--- config.mk ---
export PLATFORM = sky130hd
export DESIGN_NAME = rhse_mulmod
export DESIGN_NICKNAME = d
export VERILOG_FILES = /design/src/rtl/core/rhse_pkg.sv /design/src/rtl/core/rhse_mulmod.sv
export SDC_FILE = /design/constraint.sdc
export NUM_CORES = 2
export LEC_CHECK = 0
export ABC_AREA = 1
export BUFFER_PORTS_ARGS = -buffer_cell sky130_fd_sc_hd__buf_2
export CORE_ASPECT_RATIO = 1.25
export CORE_UTILIZATION = 65
export DETAILED_ROUTE_END_ITERATION = 16
export PLACE_DENSITY = 0.83
export SLEW_MARGIN = 10
export SYNTH_ARGS = -nofsm -noshare
export SYNTH_HDL_FRONTEND = slang
export SYNTH_SLANG_ARGS = --single-unit
--- constraint.sdc ---
create_clock -name clock -period 14 [get_ports clock]
set_input_delay 2.8 -clock clock [delete_from_list [all_inputs] [get_ports clock]]
set_output_delay 2.8 -clock clock [all_outputs]
set_load 0.01 [all_outputs]
--- src/rtl/core/rhse_pkg.sv ---
`timescale 1ns / 1ps

package rhse_pkg;

   localparam int unsigned MAX_LEN = 4096;
   localparam int unsigned POS_W   = 13;
   localparam int unsigned HASH_W  = 61;
   localparam int unsigned BASE_W  = 32;

   localparam logic [HASH_W-1:0] MOD61 = {HASH_W{1'b1}};
   localparam logic [BASE_W-1:0] BASE_RESET = BASE_W'(131);

   localparam logic [1:0] FUNC_APPEND = 2'd0;
   localparam logic [1:0] FUNC_HASH   = 2'd1;
   localparam logic [1:0] FUNC_LCP    = 2'd2;
   localparam logic [1:0] FUNC_CLEAR  = 2'd3;

   localparam logic [1:0] ST_OK    = 2'd0;
   localparam logic [1:0] ST_RANGE = 2'd1;
   localparam logic [1:0] ST_FULL  = 2'd2;

   typedef enum logic [3:0] {
      S_IDLE,
      S_APP_RD,
      S_APP_MUL1,
      S_APP_W1,
      S_APP_W2,
      S_RH_RD1,
      S_RH_RD2,
      S_RH_MUL,
      S_RH_WAIT,
      S_LCP_CHK
   } state_type;

   function automatic logic [HASH_W-1:0] mod_add(input logic [HASH_W-1:0] a,
                                                 input logic [HASH_W-1:0] b);
      logic [HASH_W:0] s;
      s = {1'b0, a} + {1'b0, b};
      if (s >= {1'b0, MOD61}) begin
         s = s - {1'b0, MOD61};
      end
      return s[HASH_W-1:0];
   endfunction

   function automatic logic [HASH_W-1:0] mod_sub(input logic [HASH_W-1:0] a,
                                                 input logic [HASH_W-1:0] b);
      logic [HASH_W:0] s;
      s = {1'b0, a} + {1'b0, MOD61 - b};
      if (s >= {1'b0, MOD61}) begin
         s = s - {1'b0, MOD61};
      end
      return s[HASH_W-1:0];
   endfunction

endpackage

--- src/rtl/core/rhse_mulmod.sv ---
`timescale 1ns / 1ps

module rhse_mulmod
   import rhse_pkg::*;
(
   input  logic              clock,
   input  logic              reset,
   input  logic              start,
   input  logic [HASH_W-1:0] op_a,
   input  logic [HASH_W-1:0] op_b,
   output logic              done,
   output logic [HASH_W-1:0] product
);

   localparam int unsigned ACC_W = 2 * HASH_W;

   logic [HASH_W-1:0] a_ff, b_ff;
   logic              run_ff;
   logic [2:0]        phase_ff;
   logic [63:0]       pp_ff;
   logic [1:0]        pp_sel_ff;
   logic [ACC_W-1:0]  acc_ff;
   logic [HASH_W:0]   f1_ff;
   logic [HASH_W-1:0] product_ff;
   logic              done_ff;

   logic [31:0]       mx, my;
   logic [63:0]       pp_in;
   logic [ACC_W-1:0]  addend;
   logic [HASH_W:0]   f2;

   always_comb begin
      case (phase_ff[1:0])
         2'd0: begin
            mx = a_ff[31:0];
            my = b_ff[31:0];
         end
         2'd1: begin
            mx = a_ff[31:0];
            my = {3'b0, b_ff[HASH_W-1:32]};
         end
         2'd2: begin
            mx = {3'b0, a_ff[HASH_W-1:32]};
            my = b_ff[31:0];
         end
         default: begin
            mx = {3'b0, a_ff[HASH_W-1:32]};
            my = {3'b0, b_ff[HASH_W-1:32]};
         end
      endcase
      pp_in = mx * my;

      case (pp_sel_ff)
         2'd0:    addend = {58'b0, pp_ff};
         2'd1,
         2'd2:    addend = {29'b0, pp_ff[60:0], 32'b0};
         default: addend = {pp_ff[57:0], 64'b0};
      endcase

      f2 = {1'b0, f1_ff[HASH_W-1:0]} + {{HASH_W{1'b0}}, f1_ff[HASH_W]};
      if (f2 >= {1'b0, MOD61}) begin
         f2 = f2 - {1'b0, MOD61};
      end
   end

   always_ff @(posedge clock) begin
      if (reset) begin
         run_ff   <= 1'b0;
         done_ff  <= 1'b0;
         phase_ff <= 3'd0;
      end else begin
         done_ff <= 1'b0;
         if (start) begin
            run_ff   <= 1'b1;
            phase_ff <= 3'd0;
         end else if (run_ff) begin
            phase_ff <= phase_ff + 3'd1;
            if (phase_ff == 3'd6) begin
               run_ff  <= 1'b0;
               done_ff <= 1'b1;
            end
         end
      end
   end

   always_ff @(posedge clock) begin
      if (start) begin
         a_ff   <= op_a;
         b_ff   <= op_b;
         acc_ff <= '0;
      end else if (run_ff) begin
         if (phase_ff <= 3'd3) begin
            pp_ff     <= pp_in;
            pp_sel_ff <= phase_ff[1:0];
         end
         if (phase_ff >= 3'd1 && phase_ff <= 3'd4) begin
            acc_ff <= acc_ff + addend;
         end
         if (phase_ff == 3'd5) begin
            f1_ff <= {1'b0, acc_ff[HASH_W-1:0]} + {1'b0, acc_ff[ACC_W-1:HASH_W]};
         end
         if (phase_ff == 3'd6) begin
            product_ff <= f2[HASH_W-1:0];
         end
      end
   end

   assign done    = done_ff;
   assign product = product_ff;

endmodule

==> results of run 1 <==
==> kinds of logic after synthesis <==
| kind of cell | synth area share |
|---|---|
| simple gates | 0.226 |
| buf+inv | 0.124 |
| fa+ha+maj | 0.355 |
| compound gates | 0.0899 |
| flops | 0.178 |
| xor+xnor | 0.0273 |
==> per-layer routing <==
layer,GRT overflow,global-route usage
met5,0,0.0656
met4,3,0.651
met3,0,0.362
met2,0,0.858
met1,0,0.627
==> per-stage QoR <==
| step | std cells | cell area, um^2 | util |
|---|---|---|---|
| 4_1_cts | 10582 | 70900 | 0.695 |
| 2_1_floorplan | 9106 | 66700 | - |
| 3_3_place_gp | 10492 | 69300 | 0.680 |
| 3_5_place_dp | 10492 | 69300 | 0.680 |
==> flow_metrics.py, run 1 <==
metrics = {
    "global_route": {
        "grt.overflow.total": 3,
        "grt_pass1_wl_um": 467000,
        "total_grt_usage": 0.624,
        "pin_count_of_the_biggest_net_entering_global_routing": 154,
        "via_count_of_the_first_global_routing_pass": 71414,
    },
    "synthesis": {
        "postSynthCellCount": 9106,
        "netlist.top_cell.by_area": "fa_1",
        "postSynth.topFlopCell": "edfxtp_1",
        "yosysMostFrequentCell": "inv_1",
        "asyncSetResetFlopFracSynth": 0,
        "syn-mean-instance-area_um2": 7.33,
        "synth_sequential_area_ratio": 0.178,
        "synth-edff-count": 311,
        "synth_warnings": 0,
        "ys_seq_elements": 438,
        "post-synth-top-area-fraction": 0.269,
        "synthTopCellsByArea": "fa_1 27%, edfxtp_1 14%, inv_1 11%",
        "synthTopCellsByCount": "1939 x inv_1, 1757 x nand2_1, 1572 x nor2_1",
        "syn-num-nets": 10584,
        "number_of_different_library_cells_in_the_post_synthesis_netlist": 51,
        "post_synth_instance_area_mm2": 0.0667,
    },
    "die": {
        "start_util": 0.655,
        "io_pins": 187,
        "fp-row-count": 131,
        "die_height_um": 360,
        "die_width_um": 289,
    },
    "placed_design": {
        "io_buffer_count": 186,
        "routabilityCongestion": 1.26,
        "dpl_worst_slack_ps": 3820,
        "half_perimeter_wire_length_after_detailed_placement_um": 232000,
    },
    "clocking": {
        "clock_sinks": 438,
        "post_cts_buffers": 0,
        "cts-buffers-inserted": 49,
        "buffer_type_at_the_clock_tree_root": "clkbuf_16",
        "ctsHoldBuffers": 0,
        "ctsLongestPathBuffers": 3,
        "cts_resized": 0,
        "cts_htree_levels": 2,
    },
    "run_status": {
        "error": "[ERROR GRT-0116] Global routing finished with congestion. Check the congestion regions in the DRC Viewer.",
        "stop_stage": "5_1_grt",
        "outcome": "stopped before the end",
    },
}
==> run 2, diff against run 1 <==
Settings changed: CORE_ASPECT_RATIO 1.25 to unset, CORE_UTILIZATION 65 to 40, PLACE_DENSITY 0.83 to unset, PLACE_DENSITY_LB_ADDON set to 0.15.
==> run 2 against run 1 <==
- synthesized cell count stayed put
- the run now ends clean
- area after synthesis stayed put
==> flow_metrics.py, run 2 <==
metrics = {
    "run_status": {
        "outcome": "completed",
    },
    "placed_design": {
        "post-place-cells": 11349,
        "routabilityCongestion": 1.06,
        "dpl_worst_slack_ps": 2540,
        "half_perimeter_wire_length_after_detailed_placement_um": 238000,
        "io_buffer_count": 186,
    },
    "critical_path": {
        "critPathLaunchType": "flop",
        "critPathMaxFanout": 30,
        "path_class": "flop to flop",
        "rr_startpoint": "phase_ff[0]$_SDFFE_PP0P_",
        "cp_data_arrival_time_ps": 11660,
        "worst_path_largest_cell_delay_ps": 900,
        "timing.reg2reg.worst_path_depth": 31,
        "cp.required_ps": 14570,
        "end_kind": "flop",
        "slowest_stage": "inv_1",
        "critical_path.startpoint": "phase_ff[0]$_SDFFE_PP0P_",
    },
    "timing": {
        "peak_freq_mhz": 90.2,
        "final_cycle_share": 0.792,
        "min_period_ps": 11090,
        "maxSlewHeadroom": 0.148,
        "unrepaired_setup_endpoints_after_global_routing": "no",
        "tightest_slew_ps": 1270,
        "drv_slew": 0,
        "fin_skew_ps": 85.8,
        "layout_setup_ws_ps": 2910,
        "totalNegativeSetupSlack_ps": 0,
        "final-hold-violation-count": 0,
        "finalSetupViolCount": 0,
    },
    "die": {
        "core_area_mm2": 0.165,
        "die-area_mm2": 0.168,
        "fp-row-count": 149,
        "io_pins": 187,
        "start_util": 0.404,
        "die_height_um": 410,
        "die_width_um": 410,
    },
    "min_path": {
        "worstHoldPathType": "flop to flop",
        "whs_path_depth": 0,
        "startpoint_of_the_tightest_hold_check_path": "phase_ff[1]$_SDFFE_PP0P_",
    },
    "clocking": {
        "cts_htree_levels": 2,
        "cts-buffers-inserted": 60,
        "ctsHoldBuffers": 0,
        "cts_resized": 0,
        "clock_tree_from_tritoncts": "built",
        "ctsLongestPathBuffers": 3,
        "post_cts_buffers": 0,
        "clock_sinks": 438,
        "buffer_type_at_the_clock_tree_root": "clkbuf_16",
        "clkTransAtPathRegs_ps": 60,
        "clkLatencyLatePin_ps": 770,
    },
    "synthesis": {
        "post_synth_instance_area_mm2": 0.0667,
        "syn-mean-instance-area_um2": 7.33,
        "postSynthCellCount": 9106,
        "synth_warnings": 0,
        "ys_seq_elements": 438,
        "netlist.top_cell.by_area": "fa_1",
        "number_of_different_library_cells_in_the_post_synthesis_netlist": 51,
        "syn-num-nets": 10584,
        "synth_sequential_area_ratio": 0.178,
        "synthTopCellsByCount": "1939 x inv_1, 1757 x nand2_1, 1572 x nor2_1",
        "synthTopCellsByArea": "fa_1 27%, edfxtp_1 14%, inv_1 11%",
        "synth-edff-count": 311,
        "post-synth-top-area-fraction": 0.269,
        "postSynth.topFlopCell": "edfxtp_1",
        "yosysMostFrequentCell": "inv_1",
        "asyncSetResetFlopFracSynth": 0,
    },
    "routing": {
        "route.detailed.drc": 0,
        "drtIter0Drc": 5598,
        "routed_wire_length_per_instance_um": 24.9,
        "dr.pass1.iters": 7,
        "via_count_of_the_routed_design": 61384,
        "count_of_nets_left_with_antenna_violations_after_detail_routing": 0,
        "routed_via_density": 5.36,
        "wl_um": 285000,
    },
    "global_route": {
        "antenna_found_initial": 6,
        "grtUsageMet1": 0.413,
        "grt_pass1_wl_um": 414000,
        "grt.overflow.total": 0,
        "grt_use_met2": 0.564,
        "grt.busiest_layer": "met2",
        "grt_use_met3": 0.0539,
        "pin_count_of_the_biggest_net_entering_global_routing": 151,
        "total_grt_usage": 0.338,
        "via_count_of_the_first_global_routing_pass": 62212,
    },
    "layout": {
        "registers.top_by_ff_count": "acc_ff",
        "layout_commonest_cell": "inv_1",
        "area_growth_syn_to_layout_pct": 8.38,
        "largest_register_ff_count": 122,
        "layout.cells.non_filler": 11460,
        "multiInputGateArea_mm2": 0.0467,
        "seqCellArea_mm2": 0.0119,
        "drive_gt1_frac": 0.0499,
        "finalNetCount": 10700,
        "num-fill-cells": 17227,
        "most_frequent_cells_in_the_layout": "1939 x inv_1, 1756 x nand2_1, 1568 x nor2_1",
        "largest_registers": "acc_ff: 122 flops, pp_ff: 64 flops, f1_ff: 62 flops",
    },
    "job": {
        "cap_violations": 0,
    },
}
==> run 2: cell counts after synthesis <==
No cell type changed its count.
==> run 2: logic make-up after synthesis <==
logic type | after synthesis | share of synthesized area
AO/OA/AOI/OAI | 1123 | 0.0899
XOR/XNOR | 207 | 0.0273
adder cells (fa/ha/maj) | 1353 | 0.355
buffers and inverters | 2194 | 0.124
flip-flops | 438 | 0.178
AND/OR/NAND/NOR | 3791 | 0.226
==> run 2: layer usage <==
metal | routed length [um] | vias to the layer above
met5 | 0 | -
met4 | 20200 | 0
met3 | 20700 | 714
li1 | - | 28112
met2 | 133000 | 2647
met1 | 112000 | 29911
==> run 2: cell type report <==
cell class              instances  share of cell area
well taps                    2189              0.0379
clock inverters                28             0.00398
diodes                          4            0.000138
flip-flops and latches        438               0.164
multi-input cells            6474               0.646
repair buffers                292              0.0242
clock buffers                  79              0.0224
inverters                    1956               0.101
==> run 2: worst max-delay path: cells and delay by family (launching register included) <==
kind	cells	cell delay (ps)
fa+ha+maj	10	4480
simple gates	8	2340
buf+inv	9	1840
compound gates	3	1500
flops	1	420
xor+xnor	1	260
==> run 2: metrics by stage <==
step	instance area (um^2)	utilization	hold WS, ps
finish	72300	0.437	537
floorplan	66700	-	483
CTS	72300	0.437	535
global placement	70400	0.426	506
detailed placement	70400	0.426	525
global route	72300	0.437	555
==> run 2: worst paths after layout <==
check	to	slack (ps)
worst max-delay path	pp_ff[47]$_DFFE_PP_	2910
worst min-delay path	pp_sel_ff[1]$_DFFE_PP_	540
worst max register to register	pp_ff[47]$_DFFE_PP_	2910
worst min register to register	pp_sel_ff[1]$_DFFE_PP_	540
Power of run 2 is not shown: default switching activity piles up to over one toggle a cycle in this logic, so the estimate is an artifact.
